`src/sv/ttrs_pkg.sv`:
```
`timescale 1ns / 1ps

package ttrs_pkg;

  localparam int unsigned RING_FRAMES = 1024;
  localparam int unsigned RING_W      = $clog2(RING_FRAMES);
  localparam int unsigned CNT_W       = 7;
  localparam int unsigned STEP_W      = 3;
  localparam int unsigned Q_SHIFT     = 15;

  localparam logic [CNT_W-1:0]  MAX_FRAMES       = CNT_W'(64);
  localparam logic [15:0]       OSC_COEF_RST     = 16'd65422;
  localparam logic [31:0]       OSC_OLDER_RST    = 32'hFFFF_FE28;
  localparam logic signed [31:0] SAMPLE_MAX      = 32'sd32767;
  localparam logic signed [31:0] SAMPLE_MIN      = -32'sd32767;
  localparam logic [CNT_W-1:0]  PERIOD_FRAMES_RST = CNT_W'(64);

  typedef enum logic [1:0] {
    REQ_TICK  = 2'd0,
    REQ_FILL  = 2'd1,
    REQ_START = 2'd2,
    REQ_STOP  = 2'd3
  } req_e;

  typedef enum logic [1:0] {
    CFG_TICKS    = 2'd0,
    CFG_PERIOD   = 2'd1,
    CFG_CHANNELS = 2'd2,
    CFG_COEF     = 2'd3
  } cfg_idx_e;

  typedef enum logic [1:0] {
    OP_WAIT   = 2'd0,
    OP_DECODE = 2'd1,
    OP_MUL    = 2'd2,
    OP_EMIT   = 2'd3
  } op_e;

  typedef enum logic [2:0] {
    CND_ALWAYS = 3'd0,
    CND_IN     = 3'd1,
    CND_FRAMES = 3'd2,
    CND_FREE   = 3'd3,
    CND_MORE   = 3'd4
  } cnd_e;

  typedef struct packed {
    op_e               op;
    cnd_e              cnd;
    logic [STEP_W-1:0] jmp;
    logic [STEP_W-1:0] alt;
  } ucode_t;

  typedef struct packed {
    logic mul_en;
    logic adv_en;
  } osc_ctrl_t;

  // control store: wait, decode, multiply, emit, multiply-and-loop
  function automatic ucode_t ucode_rom(input logic [STEP_W-1:0] step);
    ucode_t w;
    unique case (step)
      3'd0:    w = '{op: OP_WAIT,   cnd: CND_IN,     jmp: 3'd1, alt: 3'd0};
      3'd1:    w = '{op: OP_DECODE, cnd: CND_FRAMES, jmp: 3'd2, alt: 3'd0};
      3'd2:    w = '{op: OP_MUL,    cnd: CND_ALWAYS, jmp: 3'd3, alt: 3'd3};
      3'd3:    w = '{op: OP_EMIT,   cnd: CND_FREE,   jmp: 3'd4, alt: 3'd3};
      3'd4:    w = '{op: OP_MUL,    cnd: CND_MORE,   jmp: 3'd3, alt: 3'd0};
      default: w = '{op: OP_WAIT,   cnd: CND_ALWAYS, jmp: 3'd0, alt: 3'd0};
    endcase
    return w;
  endfunction

  function automatic logic [CNT_W-1:0] cap_count(input logic [CNT_W-1:0] n);
    return (n > MAX_FRAMES) ? MAX_FRAMES : n;
  endfunction

endpackage

```
`src/sv/ttrs_osc.sv`:
```
`timescale 1ns / 1ps

module ttrs_osc (
  input  logic                    clk_i,
  input  logic                    rst_ni,
  input  logic [15:0]             coef_i,
  input  ttrs_pkg::osc_ctrl_t     ctrl_i,
  output logic signed [15:0]      sample_o
);
  import ttrs_pkg::*;

  logic [31:0]        older_q, newer_q;
  logic signed [48:0] prod_q, prod_d;
  logic [31:0]        y2;

  assign prod_d = $signed({1'b0, coef_i}) * $signed(newer_q);

  always_ff @(posedge clk_i) begin
    if (ctrl_i.mul_en) begin
      prod_q <= prod_d;
    end
  end

  // floor shift by taking the upper bits, wrap to 32
  assign y2 = prod_q[Q_SHIFT +: 32] - older_q;

  always_comb begin
    if ($signed(y2) > SAMPLE_MAX) begin
      sample_o = SAMPLE_MAX[15:0];
    end else if ($signed(y2) < SAMPLE_MIN) begin
      sample_o = SAMPLE_MIN[15:0];
    end else begin
      sample_o = y2[15:0];
    end
  end

  always_ff @(posedge clk_i or negedge rst_ni) begin
    if (!rst_ni) begin
      older_q <= OSC_OLDER_RST;
      newer_q <= '0;
    end else if (ctrl_i.adv_en) begin
      older_q <= newer_q;
      newer_q <= y2;
    end
  end

endmodule

```
`config.mk`:
```
export PLATFORM = sky130hd
export DESIGN_NAME = ttrs_osc
export DESIGN_NICKNAME = d
export VERILOG_FILES = /design/src/sv/ttrs_pkg.sv /design/src/sv/ttrs_osc.sv
export SDC_FILE = /design/constraint.sdc
export NUM_CORES = 1
export LEC_CHECK = 0
export BUFFER_PORTS_ARGS = -buffer_cell sky130_fd_sc_hd__buf_4
export CORE_MARGIN = 3
export CORE_UTILIZATION = 45
export CTS_BUF_LIST = sky130_fd_sc_hd__clkbuf_8
export CTS_CLUSTER_SIZE = 14
export DETAILED_ROUTE_END_ITERATION = 7
export GPL_TIMING_DRIVEN = 0
export SLEW_MARGIN = 25
export SYNTH_ARGS = -nofsm -noshare
export SYNTH_HDL_FRONTEND = slang
export SYNTH_SLANG_ARGS = --single-unit
```
`constraint.sdc`:
```
create_clock -name clk_i -period 10.15 [get_ports clk_i]
set_input_delay 2.03 -clock clk_i [delete_from_list [all_inputs] [get_ports clk_i]]
set_output_delay 2.03 -clock clk_i [all_outputs]
set_load 0.005 [all_outputs]
```
; Yosys cells after proc, flatten, opt, wreduce, memory -nomap -nowiden
; Cells that the tools add are included.
[totals]
inputBits = 20
output_inout_bits = 16
word_cells = 9
reg_bits = 111
[classes]
n_mux = 2
order_cmp = 2
mul = 1
n_addsub = 1
[ops]
columns = cell, count
row1 = 17-bit by 32-bit multiplier with 47-bit output, 1
row2 = "32-bit by 16-bit greater-than comparator with 1-bit output, second input constant", 1
row3 = "32-bit by 16-bit < comparator with 1-bit output, second input constant", 1
row4 = 16-bit two-way mux, 2
row5 = 32-bit subtractor, 1

; Longest topological paths before layout
; Gate-level depths: netlist (run 1).
[depth]
word_depth = 4
mapped_depth = 28
depth_no_buf = 26

; Least setup slack after synthesis (run 1)
; No wires, ideal clock.
[synth_path]
kind = input port to flip-flop
from = input coef_i[2]
to = register prod_q[46] (data pin)
arrival_time_ns = 7.865
setup_time_ns = 0.260
n_path_buf = 1
setup_slack_ns = 2.025
path_stages = 25
path_cell_list = clkbuf_1 > and2_1 > fa_1 > inv_1 > fa_1 > inv_1 > fa_1 > inv_1 > fa_1 > fa_1 > fa_1 > inv_1 > ha_1 > a21o_1 > nand3_1 > a21oi_1 > a211oi_1 > o221ai_1 > a21o_1 > or4_1 > nand3_1 > nor3b_1 > o21bai_1 > a21oi_1 > xnor2_1
[synth_via]
elab_chain_len = 1
[synth_lines]
columns = element, line
row1 = start: declaration, ttrs_osc.sv:6  ; input logic [15:0] coef_i,
row2 = 17-bit by 32-bit multiplier with 47-bit output, ttrs_osc.sv:16  ; assign prod_d = $signed({1'b0, coef_i}) * $signed(newer_q);
row3 = via prod_d[46], ttrs_osc.sv:13  ; logic signed [48:0] prod_q, prod_d;
row4 = end signal: assignment, ttrs_osc.sv:20  ; prod_q <= prod_d;
row5 = end: declaration, ttrs_osc.sv:13
; The timed path passes the listed nets, and every way through them passes these cells.
; A chain may end at the register's enable or synchronous reset.

; Worst setup path in the final report (run 1)
[layout_path]
from = input coef_i[10]
to = register prod_q[46] (data pin)
; Same word-level chain as after synthesis.

==> metrics.txt, run 1 <==
# TYPE chip_impl_metric gauge
chip_impl_metric{name="grt_first_pass_wirelength",unit="mm"} 102
chip_impl_metric{name="ant_nets",unit=""} 0
chip_impl_metric{name="postcts_resize_cnt",unit=""} 0
chip_impl_metric{name="area_growth_syn_to_layout",unit="%"} 5.64
chip_impl_metric{name="fill_cells",unit=""} 4587
chip_impl_metric{name="crit_path_max_fanout",unit=""} 10
chip_impl_metric{name="postSynthNetCount",unit=""} 3071
chip_impl_info{name="crit_path_end_kind",value="register"} 1
chip_impl_metric{name="syn-mean-instance-area",unit="um^2"} 9.16
chip_impl_metric{name="cts_htree_levels",unit=""} 3
chip_impl_metric{name="insertion_delay",unit="ps"} 390
chip_impl_metric{name="max_freq",unit="GHz"} 0.102
chip_impl_metric{name="clk_path_buf_depth",unit=""} 2
chip_impl_metric{name="worst_slew_margin_rel",unit="%"} 27.2
chip_impl_metric{name="share_of_final_layout_standard_cells_stronger_than_drive_strength_1",unit="%"} 5.03
chip_impl_metric{name="fin_crit",unit="ps"} 9840
chip_impl_metric{name="numPortBuffers",unit=""} 34
chip_impl_metric{name="initial_antenna_violation_count",unit=""} 3
chip_impl_metric{name="hold_buffer_count_at_cts",unit=""} 0
chip_impl_metric{name="wl_per_cell",unit="um"} 20.6
chip_impl_metric{name="detailedRoute.firstPassIterationCount",unit=""} 5
chip_impl_metric{name="post_synthesis_instance_total",unit=""} 2434
chip_impl_info{name="grt_setup_unrepaired",value="no"} 1
chip_impl_metric{name="timing.max_cap.violations",unit=""} 0
chip_impl_metric{name="synth-adder-area-share",unit="%"} 50.7
chip_impl_metric{name="detailedRoute.firstIterationViolations",unit=""} 1369
chip_impl_metric{name="synth_seq_cells",unit=""} 96
chip_impl_metric{name="final_util",unit="%"} 48.7
chip_impl_metric{name="num_vias",unit=""} 16500
chip_impl_metric{name="synth_mux_area_share",unit="%"} 1.54
chip_impl_metric{name="initial_cell_density_of_the_core",unit="%"} 46.1
chip_impl_metric{name="ioPinCount",unit=""} 36
chip_impl_metric{name="timing.final.hold_violations",unit=""} 0
chip_impl_metric{name="cts.clk_slew.worst_paths",unit="ps"} 100
chip_impl_info{name="critPathLaunch",value="coef_i[10]"} 1
chip_impl_metric{name="grt_remaining_overflow",unit=""} 0
chip_impl_info{name="tritoncts",value="done"} 1
chip_impl_info{name="worst_hold_path_type",value="register to register"} 1
chip_impl_metric{name="yosys.area_share.simple",unit="%"} 15.3
chip_impl_info{name="crit_top_cell",value="sky130_fd_sc_hd__fa_1"} 1
chip_impl_info{name="crit_slowest_cell",value="sky130_fd_sc_hd__clkbuf_1"} 1
chip_impl_info{name="mostFrequentLayoutCell",value="sky130_fd_sc_hd__inv_1"} 1
chip_impl_metric{name="drt-vias-per-instance",unit=""} 5.26
chip_impl_info{name="largest_family_of_logic_cells_by_synthesized_area",value="adder cells"} 1
chip_impl_metric{name="finalNetCount",unit=""} 3116
chip_impl_metric{name="cts_post_setup_buffers_inserted",unit=""} 0
chip_impl_info{name="hold_path.startpoint",value="older_q[30]"} 1
chip_impl_metric{name="grt_start_max_net_pins",unit=""} 65
chip_impl_info{name="worst_r2r_startpoint",value="newer_q[7]"} 1
chip_impl_metric{name="core_area",unit="um^2"} 48300
chip_impl_metric{name="global_route_total_usage_across_every_layer",unit="%"} 25.6
chip_impl_metric{name="cts.sinks",unit=""} 96
chip_impl_metric{name="yosys_warnings",unit=""} 0
chip_impl_metric{name="synth_seq_area_share",unit="%"} 11.6
chip_impl_info{name="mostFrequentLayoutCells",value="594 x sky130_fd_sc_hd__inv_1, 476 x sky130_fd_sc_hd__fa_1, 351 x sky130_fd_sc_hd__nand2_1, 221 x sky130_fd_sc_hd__and2_1, 141 x sky130_fd_sc_hd__ha_1"} 1
chip_impl_info{name="crit_path_start_kind",value="input port"} 1
chip_impl_metric{name="finalSetupViolCount",unit=""} 0
chip_impl_metric{name="routed_wirelength",unit="mm"} 64.8
chip_impl_metric{name="synth-compound-area-share",unit="%"} 6.33
chip_impl_metric{name="die-area",unit="um^2"} 52200
chip_impl_metric{name="reg2reg_depth",unit=""} 24
chip_impl_metric{name="gpl.final_weighted_congestion",unit=""} 0.930
chip_impl_metric{name="finalCritPeriodShare",unit="%"} 96.9
chip_impl_metric{name="die_height",unit="um"} 229
chip_impl_metric{name="syn_area",unit="um^2"} 22300
chip_impl_metric{name="fin_skew",unit="ps"} 17.6
chip_impl_metric{name="number_of_synthesized_flops_with_an_enable_pin",unit=""} 32
chip_impl_metric{name="grt_pass1_vias",unit=""} 17600
chip_impl_metric{name="asyncSetResetFlopFracSynth",unit="%"} 66.7
chip_impl_metric{name="timing.critical_path.slowest_cell_delay",unit="ps"} 830
chip_impl_info{name="cts_root_buffer",value="sky130_fd_sc_hd__clkbuf_8"} 1
chip_impl_metric{name="finalMaxSlewViolations",unit=""} 0
chip_impl_metric{name="tritoncts.num_buffers",unit=""} 9
chip_impl_metric{name="hold_path_depth",unit=""} 2
chip_impl_metric{name="dieWidth",unit="um"} 229
chip_impl_metric{name="tightestPinTransition",unit="ps"} 1090
chip_impl_metric{name="timing.hold.ws",unit="ps"} 514
chip_impl_info{name="outcome",value="complete, no violations"} 1
chip_impl_metric{name="route.detailed.drc",unit=""} 0
chip_impl_metric{name="synth_xor_area_share",unit="%"} 2.51
chip_impl_info{name="crit_type",value="input port to register"} 1
chip_impl_metric{name="worstPathRequired",unit="ps"} 10280
chip_impl_metric{name="dpl.hpwl",unit="mm"} 54.5
chip_impl_info{name="ys_dominant_reg_cell",value="sky130_fd_sc_hd__dfrtp_1"} 1
chip_impl_metric{name="post_synth_num_cell_types",unit=""} 62
chip_impl_metric{name="timing.critical_path.arrival",unit="ps"} 9970
chip_impl_metric{name="std_cell_rows",unit=""} 80
-- Yosys cell counts, types with 4 or more instances --
master / instances / area [um^2]
sky130_fd_sc_hd__dfstp_2: 25 / 657
sky130_fd_sc_hd__ha_1: 141 / 1760
sky130_fd_sc_hd__nor4_1: 6 / 37.5
sky130_fd_sc_hd__o31ai_1: 4 / 30.0
sky130_fd_sc_hd__edfxtp_1: 32 / 961
sky130_fd_sc_hd__clkbuf_1: 107 / 402
sky130_fd_sc_hd__and2_1: 221 / 1380
sky130_fd_sc_hd__nand4_1: 12 / 75.1
sky130_fd_sc_hd__o21bai_1: 5 / 37.5
sky130_fd_sc_hd__a211o_1: 6 / 52.6
sky130_fd_sc_hd__o21ai_1: 5 / 25.0
sky130_fd_sc_hd__o211ai_1: 4 / 30.0
sky130_fd_sc_hd__or4_1: 5 / 37.5
sky130_fd_sc_hd__dfrtp_1: 39 / 976
sky130_fd_sc_hd__nor2_1: 49 / 184
sky130_fd_sc_hd__mux2_2: 27 / 304
sky130_fd_sc_hd__mux2i_1: 4 / 40.0
sky130_fd_sc_hd__a21o_1: 27 / 203
sky130_fd_sc_hd__o21a_1: 14 / 105
sky130_fd_sc_hd__and3_1: 8 / 50.1
sky130_fd_sc_hd__a21oi_2: 11 / 96.3
sky130_fd_sc_hd__nor2b_1: 6 / 37.5
sky130_fd_sc_hd__nor3_1: 13 / 65.1
sky130_fd_sc_hd__inv_1: 593 / 2230
sky130_fd_sc_hd__o21ai_0: 49 / 245
sky130_fd_sc_hd__buf_2: 5 / 25.0
sky130_fd_sc_hd__xor2_1: 23 / 201
sky130_fd_sc_hd__a31oi_1: 7 / 43.8
sky130_fd_sc_hd__xnor2_1: 41 / 359
sky130_fd_sc_hd__fa_1: 476 / 9530
sky130_fd_sc_hd__a21oi_1: 48 / 240
sky130_fd_sc_hd__a211oi_1: 10 / 75.1
sky130_fd_sc_hd__nand2b_1: 8 / 50.1
sky130_fd_sc_hd__nand3_1: 11 / 55.1
sky130_fd_sc_hd__nand2_1: 351 / 1320
-- worst max-delay path: cells and delay by family --
family,cells,cell delay [ps]
fa+ha+maj,7,3340
simple gates,5,1670
compound gates,5,1370
buf+inv,7,1260
xor+xnor,1,300
-- sequential cells by signal (all words and copies together), names as in the netlist --
register  count
prod_q       32
newer_q      32
older_q      32
-- layout make-up --
| cell class | count | area [um^2] | area share [%] |
|---|---|---|---|
| multi-input combinational | 1631 | 17000 | 72.3 |
| sequential | 96 | 2590 | 11.0 |
| inverter | 593 | 2230 | 9.45 |
| tap | 656 | 821 | 3.49 |
| buffer | 114 | 449 | 1.91 |
| timing repair buffer | 34 | 255 | 1.08 |
| clock buffer | 10 | 138 | 0.585 |
| clock inverter | 6 | 40.0 | 0.170 |
| antenna | 1 | 2.50 | 0.0106 |
-- kinds of logic (layout without fill, tap and decap cells) --
kind of cell             Yosys count  after routing
XOR/XNOR                          64             64
other                              0              1
multiplexers                      31             31
adder cells (fa/ha/maj)          617            617
AND/OR/NAND/NOR                  705            705
buffers and inverters            707            757
AO/OA/AOI/OAI                    214            214
flip-flops                        96             96
-- stage by stage --
step | worst slack, ps | instance area (um^2) | setup TNS [ps] | instances
detailed placement | -167 | 23400 | -167 | 3124
finish | 310 | 23500 | 0 | 3141
CTS | 245 | 23500 | 0 | 3140
global route | 76.9 | 23500 | 0 | 3140
floorplan | 2030 | 22300 | 0 | 2434
global placement | -88.3 | 23400 | -88.3 | 3124
-- per-layer routing --
layer | track usage [%] | part of all wire [%]
met1 | 34.3 | 41
met3 | 5.02 | 8.0
met4 | 7.77 | 3.6
met5 | 0 | 0
met2 | 42.3 | 48
-- worst paths after layout --
path,end,slack [ps]
min in group asynchronous,newer_q[21],1740
worst min register to register,older_q[30],510
worst min-delay path,older_q[30],510
worst max-delay path,prod_q[46],310
worst max register to register,prod_q[46],1540
max in group asynchronous,older_q[6],7800
Power of run 1 is not shown: default switching activity piles up to over one toggle a cycle in this logic, so the estimate is an artifact.
==> run 2, diff against run 1 <==
==> constraint.sdc (replaced) <==
create_clock -name clk_i -period 9.8 [get_ports clk_i]
set_input_delay 1.96 -clock clk_i [delete_from_list [all_inputs] [get_ports clk_i]]
set_output_delay 1.96 -clock clk_i [all_outputs]
set_load 0.005 [all_outputs]
==> run 2 against run 1 <==
Cell count barely moved. Sequential cell count did not move. Critical endpoint unchanged. Non-clock buffer count did not move.
==> metrics.txt, run 2 (synthesis gave the netlist of run 1 again) <==
# TYPE chip_impl_metric gauge
chip_impl_metric{name="clk_path_buf_depth",unit=""} 2
chip_impl_metric{name="detailedRoute.firstPassIterationCount",unit=""} 7
chip_impl_metric{name="std_cell_rows",unit=""} 80
chip_impl_info{name="worst_hold_path_type",value="register to register"} 1
chip_impl_metric{name="ioPinCount",unit=""} 36
chip_impl_metric{name="core_area",unit="um^2"} 48300
chip_impl_metric{name="max_freq",unit="GHz"} 0.107
chip_impl_metric{name="tightestPinTransition",unit="ps"} 965
chip_impl_metric{name="share_of_final_layout_standard_cells_stronger_than_drive_strength_1",unit="%"} 5.11
chip_impl_info{name="worst_r2r_endpoint",value="prod_q[46]"} 1
chip_impl_metric{name="worstPathRequired",unit="ps"} 9930
chip_impl_metric{name="drt-vias-per-instance",unit=""} 5.25
chip_impl_metric{name="fin_skew",unit="ps"} 19.7
chip_impl_metric{name="die-area",unit="um^2"} 52200
chip_impl_metric{name="detailedRoute.firstIterationViolations",unit=""} 1270
chip_impl_metric{name="setup_total_negative_slack",unit="ps"} 0
chip_impl_metric{name="ant_nets",unit=""} 0
chip_impl_info{name="endpoint_of_the_worst_hold_path",value="older_q[18]"} 1
chip_impl_metric{name="cts.sinks",unit=""} 96
chip_impl_metric{name="timing.critical_path.slowest_cell_delay",unit="ps"} 690
chip_impl_metric{name="cts_htree_levels",unit=""} 3
chip_impl_metric{name="reg2reg_depth",unit=""} 24
chip_impl_info{name="crit_type",value="input port to register"} 1
chip_impl_metric{name="worst_slew_margin_rel",unit="%"} 35.7
chip_impl_metric{name="hold_path_depth",unit=""} 2
chip_impl_metric{name="grt_util_met2",unit="%"} 42.3
chip_impl_info{name="crit_slowest_cell",value="sky130_fd_sc_hd__clkdlybuf4s15_1"} 1
chip_impl_metric{name="reg2reg_setup_slack",unit="ps"} 1450
chip_impl_metric{name="finalNetCount",unit=""} 3116
chip_impl_metric{name="area_growth_syn_to_layout",unit="%"} 5.71
chip_impl_metric{name="die_height",unit="um"} 229
chip_impl_metric{name="initial_antenna_violation_count",unit=""} 3
chip_impl_metric{name="timing.max_cap.violations",unit=""} 0
chip_impl_metric{name="global_route.usage.met3",unit="%"} 5.02
chip_impl_metric{name="finalCritPeriodShare",unit="%"} 95.7
chip_impl_metric{name="crit_path_max_fanout",unit=""} 10
chip_impl_metric{name="initial_cell_density_of_the_core",unit="%"} 46.1
chip_impl_metric{name="antennaDiodeCount",unit=""} 0
chip_impl_info{name="mostFrequentLayoutCell",value="sky130_fd_sc_hd__inv_1"} 1
chip_impl_metric{name="globalRouteMet1Util",unit="%"} 34.3
chip_impl_info{name="tritoncts",value="done"} 1
chip_impl_metric{name="num_vias",unit=""} 16500
chip_impl_metric{name="route.detailed.drc",unit=""} 0
chip_impl_info{name="hold_path.startpoint",value="older_q[18]"} 1
chip_impl_info{name="grt_setup_unrepaired",value="no"} 1
chip_impl_metric{name="cts.clk_slew.worst_paths",unit="ps"} 100
chip_impl_metric{name="timing.critical_path.arrival",unit="ps"} 9510
chip_impl_info{name="crit_path_end_kind",value="register"} 1
chip_impl_metric{name="grt_first_pass_wirelength",unit="mm"} 102
chip_impl_info{name="worst_r2r_startpoint",value="newer_q[7]"} 1
chip_impl_info{name="top_usage_layer",value="met2"} 1
chip_impl_metric{name="numPortBuffers",unit=""} 34
chip_impl_info{name="crit_top_cell",value="sky130_fd_sc_hd__fa_1"} 1
chip_impl_metric{name="gpl.final_weighted_congestion",unit=""} 0.930
chip_impl_metric{name="grt_pass1_vias",unit=""} 17600
chip_impl_metric{name="routed_wirelength",unit="mm"} 64.7
chip_impl_metric{name="dpl.hpwl",unit="mm"} 54.5
chip_impl_metric{name="wl_per_cell",unit="um"} 20.6
chip_impl_info{name="cts_root_buffer",value="sky130_fd_sc_hd__clkbuf_8"} 1
chip_impl_metric{name="dieWidth",unit="um"} 229
chip_impl_metric{name="finalSetupViolCount",unit=""} 0
chip_impl_metric{name="insertion_delay",unit="ps"} 400
chip_impl_metric{name="cts_post_setup_buffers_inserted",unit=""} 0
chip_impl_info{name="crit_path_start_kind",value="input port"} 1
chip_impl_metric{name="tritoncts.num_buffers",unit=""} 9
chip_impl_metric{name="global_route_total_usage_across_every_layer",unit="%"} 25.6
chip_impl_metric{name="fin_crit",unit="ps"} 9380
chip_impl_metric{name="grt_start_max_net_pins",unit=""} 65
chip_impl_metric{name="finalMaxSlewViolations",unit=""} 0
chip_impl_info{name="reg_top3",value="newer_q x32, older_q x32, prod_q x32"} 1
chip_impl_info{name="mostFrequentLayoutCells",value="594 x sky130_fd_sc_hd__inv_1, 476 x sky130_fd_sc_hd__fa_1, 351 x sky130_fd_sc_hd__nand2_1, 221 x sky130_fd_sc_hd__and2_1, 141 x sky130_fd_sc_hd__ha_1"} 1
chip_impl_info{name="outcome",value="complete, no violations"} 1
chip_impl_metric{name="grt_remaining_overflow",unit=""} 0
chip_impl_metric{name="timing.final.hold_violations",unit=""} 0
==> run 2: through the flow <==
step	hold WS, ps	instances	util [%]	worst slack (ps)	cell area [um^2]
3_3_place_gp	495	3124	48.3	-368	23400
3_5_place_dp	496	3124	48.3	-447	23400
2_1_floorplan	480	2434	-	1750	22300
5_1_grt	538	3140	48.7	150	23600
6_report	514	3140	48.7	420	23600
4_1_cts	513	3140	48.7	63.8	23500
==> run 2: worst max-delay path by stage <==
stage	start	to	cells after the start
after floorplan	coef_i[2]	prod_q[46]	25
after global placement	coef_i[10]	prod_q[46]	25
after detailed placement	coef_i[10]	prod_q[46]	25
after CTS	coef_i[9]	prod_q[46]	25
after global routing	coef_i[9]	prod_q[46]	25
final	coef_i[9]	prod_q[46]	25
==> run 2: area by class of cell <==
class	count	area [um^2]
flip-flops and latches	96	2590
clock inverters	6	40.0
inverters	593	2230
clock buffers	10	138
fillers	4586	24800
repair buffers	34	255
plain buffers	114	463
multi-input cells	1631	17000
well taps	656	821
==> run 2: what timing repair did <==
action                     in CTS  in global routing
setup endpoints to repair       1                  1
hold buffers                    0                  0
gates resized for setup         1                  5
==> run 2: worst max-delay path, delay by kind of cell <==
family	cells	cell delay [ps]
adders and majority gates	7	3340
and+or+nand+nor	5	1480
AOI/OAI and AO/OA	5	1330
buffers and inverters	7	1090
xor gates and xnor gates	1	300
==> run 2: per-layer routing <==
layer / share of wire (%) / vias up
li1: - / 7319
met1: 41 / 8406
met2: 48 / 640
met3: 8.1 / 130
met4: 3.5 / 0
met5: 0 / -
Power of run 2 is left out for the same reason.
==> run 3, diff against run 2 <==
--- a/config.mk
+++ b/config.mk
@@ -5,7 +5,9 @@
 export SDC_FILE = /design/constraint.sdc
 export NUM_CORES = 1
 export LEC_CHECK = 0
+export ABC_AREA = 1
 export BUFFER_PORTS_ARGS = -buffer_cell sky130_fd_sc_hd__buf_4
+export CORE_ASPECT_RATIO = 1.5
 export CORE_MARGIN = 3
 export CORE_UTILIZATION = 45
 export CTS_BUF_LIST = sky130_fd_sc_hd__clkbuf_8
==> run 3 against run 2 <==
Fmax increased by 2.9%. Design area rose by 9.1%. Clock-buffer cell count is 1 lower. First-iteration DRC count shrank 8.0%. Global-route usage rose by 5.3 points. Via count increased by 26%. Register-to-register slack improved by 220 ps. Routed wire length up 34%. Synthesized cell count up 34%. Die area is 9.3% higher. Non-clock buffer count grew 14.
==> metrics.txt, run 3 <==
# TYPE chip_impl_metric gauge
chip_impl_metric{name="grt_remaining_overflow",unit=""} 0
chip_impl_info{name="largest_family_of_logic_cells_by_synthesized_area",value="adder cells"} 1
chip_impl_metric{name="post_synth_num_cell_types",unit=""} 45
chip_impl_metric{name="finalSetupViolCount",unit=""} 0
chip_impl_metric{name="synth-adder-area-share",unit="%"} 46.3
chip_impl_metric{name="reg2reg_depth",unit=""} 20
chip_impl_metric{name="tritoncts.num_buffers",unit=""} 9
chip_impl_metric{name="met2_wirelength",unit="mm"} 45.0
chip_impl_metric{name="drt-vias-per-instance",unit=""} 5.20
chip_impl_metric{name="synth_mux_area_share",unit="%"} 0
chip_impl_metric{name="cts.clk_slew.worst_paths",unit="ps"} 100
chip_impl_info{name="crit_path_end_kind",value="register"} 1
chip_impl_metric{name="grt_pass1_vias",unit=""} 22700
chip_impl_info{name="ys_dominant_reg_cell",value="sky130_fd_sc_hd__dfrtp_1"} 1
chip_impl_metric{name="route.detailed.drc",unit=""} 0
chip_impl_metric{name="met3RoutedLength",unit="mm"} 4.68
chip_impl_info{name="cpLargestDelayFamily",value="adder cells"} 1
chip_impl_metric{name="post_synthesis_instance_total",unit=""} 3260
chip_impl_info{name="tritoncts",value="done"} 1
chip_impl_metric{name="final_util",unit="%"} 48.4
chip_impl_metric{name="yosys_warnings",unit=""} 0
chip_impl_metric{name="numPortBuffers",unit=""} 35
chip_impl_info{name="post-synth-top-count-cell",value="sky130_fd_sc_hd__inv_1"} 1
chip_impl_metric{name="clk_path_buf_depth",unit=""} 2
chip_impl_metric{name="synth_seq_area_share",unit="%"} 10.6
chip_impl_metric{name="layout.cell_area.non_filler",unit="um^2"} 25700
chip_impl_metric{name="routed_wirelength",unit="mm"} 87.0
chip_impl_metric{name="timing.critical_path.arrival",unit="ps"} 9270
chip_impl_metric{name="postcts_resize_cnt",unit=""} 0
chip_impl_info{name="worst_r2r_startpoint",value="newer_q[31]"} 1
chip_impl_info{name="crit_path_start_kind",value="input port"} 1
chip_impl_info{name="reg_top3",value="newer_q x32, older_q x32, prod_q x32"} 1
chip_impl_metric{name="crit_path_max_fanout",unit=""} 10
chip_impl_metric{name="die-area",unit="um^2"} 57100
chip_impl_metric{name="hold_buffer_count_at_cts",unit=""} 0
chip_impl_metric{name="antennaDiodeCount",unit=""} 0
chip_impl_metric{name="grt_start_max_net_pins",unit=""} 65
chip_impl_metric{name="cts.sinks",unit=""} 96
chip_impl_metric{name="cts_htree_levels",unit=""} 3
chip_impl_info{name="maxUsedRoutingLayer",value="met4"} 1
chip_impl_metric{name="setup_total_negative_slack",unit="ps"} 0
chip_impl_metric{name="place_area",unit="um^2"} 25500
chip_impl_metric{name="timing.critical_path.slowest_cell_delay",unit="ps"} 850
chip_impl_metric{name="fin_crit",unit="ps"} 9120
chip_impl_info{name="crit_end",value="prod_q[41]"} 1
chip_impl_metric{name="global_route_total_usage_across_every_layer",unit="%"} 30.9
chip_impl_info{name="crit_top_cell",value="sky130_fd_sc_hd__fa_1"} 1
chip_impl_metric{name="wirelength_met1",unit="mm"} 30.0
chip_impl_info{name="mostFrequentLayoutCell",value="sky130_fd_sc_hd__inv_1"} 1
chip_impl_metric{name="worst_slew_margin_rel",unit="%"} 27.5
chip_impl_metric{name="cts_post_setup_buffers_inserted",unit=""} 0
chip_impl_metric{name="timing.final.hold_violations",unit=""} 0
chip_impl_metric{name="yosys.area_share.simple",unit="%"} 19.3
chip_impl_metric{name="share_of_final_layout_standard_cells_stronger_than_drive_strength_1",unit="%"} 3.35
chip_impl_info{name="grt_setup_unrepaired",value="no"} 1
chip_impl_metric{name="gpl.final_weighted_congestion",unit=""} 0.954
chip_impl_metric{name="ant_nets",unit=""} 0
chip_impl_metric{name="finalNetCount",unit=""} 3943
chip_impl_metric{name="asyncSetResetFlopFracSynth",unit="%"} 66.7
chip_impl_metric{name="postSynthNetCount",unit=""} 3897
chip_impl_info{name="synth_common_cells",value="968 x sky130_fd_sc_hd__inv_1, 930 x sky130_fd_sc_hd__nand2_1, 476 x sky130_fd_sc_hd__fa_1"} 1
chip_impl_info{name="outcome",value="complete, no violations"} 1
chip_impl_metric{name="worstSetupPathDepth",unit=""} 20
chip_impl_info{name="synth_top_cells_by_area",value="sky130_fd_sc_hd__fa_1 39%, sky130_fd_sc_hd__inv_1 15%, sky130_fd_sc_hd__nand2_1 14%"} 1
chip_impl_metric{name="max_freq",unit="GHz"} 0.110
chip_impl_metric{name="synth_top_cell_area_share",unit="%"} 39.1
chip_impl_metric{name="std_cell_rows",unit=""} 103
chip_impl_metric{name="grt_first_pass_wirelength",unit="mm"} 131
chip_impl_metric{name="syn_area",unit="um^2"} 24400
chip_impl_metric{name="detailedRoute.firstPassIterationCount",unit=""} 6
chip_impl_metric{name="ioPinCount",unit=""} 36
chip_impl_metric{name="finalMaxSlewViolations",unit=""} 0
chip_impl_metric{name="core_area",unit="um^2"} 53100
chip_impl_info{name="worst_r2r_endpoint",value="prod_q[41]"} 1
chip_impl_info{name="worst_hold_path_type",value="register to register"} 1
chip_impl_metric{name="insertion_delay",unit="ps"} 400
chip_impl_metric{name="initial_cell_density_of_the_core",unit="%"} 45.9
chip_impl_metric{name="wl_per_cell",unit="um"} 21.8
chip_impl_metric{name="reg2reg_setup_slack",unit="ps"} 1670
chip_impl_info{name="synth_area_leader_cell",value="sky130_fd_sc_hd__fa_1"} 1
chip_impl_info{name="crit_type",value="input port to register"} 1
chip_impl_metric{name="timing.max_cap.violations",unit=""} 0
chip_impl_metric{name="num_vias",unit=""} 20800
chip_impl_info{name="cts_root_buffer",value="sky130_fd_sc_hd__clkbuf_8"} 1
chip_impl_metric{name="dpl.hpwl",unit="mm"} 74.4
chip_impl_info{name="mostFrequentLayoutCells",value="968 x sky130_fd_sc_hd__inv_1, 930 x sky130_fd_sc_hd__nand2_1, 476 x sky130_fd_sc_hd__fa_1, 141 x sky130_fd_sc_hd__ha_1, 114 x sky130_fd_sc_hd__nor2_1"} 1
chip_impl_metric{name="syn-mean-instance-area",unit="um^2"} 7.48
chip_impl_metric{name="synth-compound-area-share",unit="%"} 4.98
chip_impl_metric{name="die_height",unit="um"} 291
chip_impl_metric{name="number_of_synthesized_flops_with_an_enable_pin",unit=""} 32
chip_impl_metric{name="dieWidth",unit="um"} 196
chip_impl_metric{name="detailedRoute.firstIterationViolations",unit=""} 1169
chip_impl_metric{name="synth_seq_cells",unit=""} 96
chip_impl_info{name="critPathLaunch",value="coef_i[3]"} 1
chip_impl_metric{name="synth_xor_area_share",unit="%"} 1.87
chip_impl_metric{name="finalCritPeriodShare",unit="%"} 93.0
chip_impl_metric{name="tightestPinTransition",unit="ps"} 1090
chip_impl_info{name="crit_slowest_cell",value="sky130_fd_sc_hd__fa_1"} 1
chip_impl_metric{name="worstPathRequired",unit="ps"} 9960
chip_impl_metric{name="initial_antenna_violation_count",unit=""} 0
chip_impl_info{name="path_cells",value="buf_4, clkbuf_1, nand2_1, fa_1, fa_1, inv_1, fa_1, fa_1, fa_1, inv_1, fa_1, inv_1, ha_1, nand2_1, nor2_1, inv_1, nor4_1, nand3_1, nand3_1, xor2_1"} 1
chip_impl_metric{name="count_of_buffering_cells_on_the_critical_path_with_inverters_included",unit=""} 6
chip_impl_metric{name="fin_skew",unit="ps"} 13.3
chip_impl_metric{name="area_growth_syn_to_layout",unit="%"} 5.43
run 3: changes by cell type in the layout (fill, tap and decap cells not counted), moves of 23 or more:
cell	previous run	this run
sky130_fd_sc_hd__xnor2_1	41	18
sky130_fd_sc_hd__nand2_1	351	930
sky130_fd_sc_hd__nand3_1	11	50
sky130_fd_sc_hd__inv_1	594	968
sky130_fd_sc_hd__o21ai_0	49	91
sky130_fd_sc_hd__mux2_2	27	0
sky130_fd_sc_hd__a21oi_1	48	86
sky130_fd_sc_hd__and2_1	221	3
sky130_fd_sc_hd__nor2_1	49	114
run 3: cell families (layout without fill, tap and decap cells):
family | count (synthesis) | in the layout
buffers and inverters | 1098 | 1149
adder cells (fa/ha/maj) | 617 | 617
AND/OR/NAND/NOR | 1176 | 1176
XOR/XNOR | 52 | 52
AO/OA/AOI/OAI | 221 | 221
flip-flops | 96 | 96
run 3: worst min-delay path, delay by kind of cell (launching register included):
| kind | cells | cell delay [ps] |
|---|---|---|
| flip-flops | 1 | 390 |
| AND/OR/NAND/NOR | 2 | 90 |
run 3: worst min-delay path by stage:
stage           startpoint  cells after the start  slack (ps)           to
5_1_grt        older_q[31]                      2         500  older_q[31]
6_report       older_q[31]                      2         480  older_q[31]
4_1_cts        older_q[31]                      2         480  older_q[31]
3_3_place_gp   older_q[31]                      2         460  older_q[31]
2_1_floorplan   older_q[0]                      2         450   older_q[0]
3_5_place_dp   older_q[31]                      2         460  older_q[31]
run 3: through the flow:
step                instances  setup WS [ps]  hold slack, ps
detailed placement       3977            268             463
finish                   3993            682             476
floorplan                3260           2520             448
global placement         3977            218             461
global route             3993            396             503
CTS                      3993            700             479
run 3: layout make-up:
cell class | instances | area [um^2]
multi-input combinational | 2066 | 17700
inverter | 971 | 3640
tap | 682 | 853
clock inverter | 7 | 78.8
fill | 5535 | 27400
sequential | 96 | 2590
timing repair buffer | 35 | 263
buffer | 127 | 495
clock buffer | 9 | 124
run 3: per-layer routing:
metal	up-vias	GRT usage (%)
met5	-	0
met2	785	56.2
met4	0	20.5
met3	294	3.67
li1	9376	-
met1	10300	33.5
Power of run 3 is left out for the same reason.
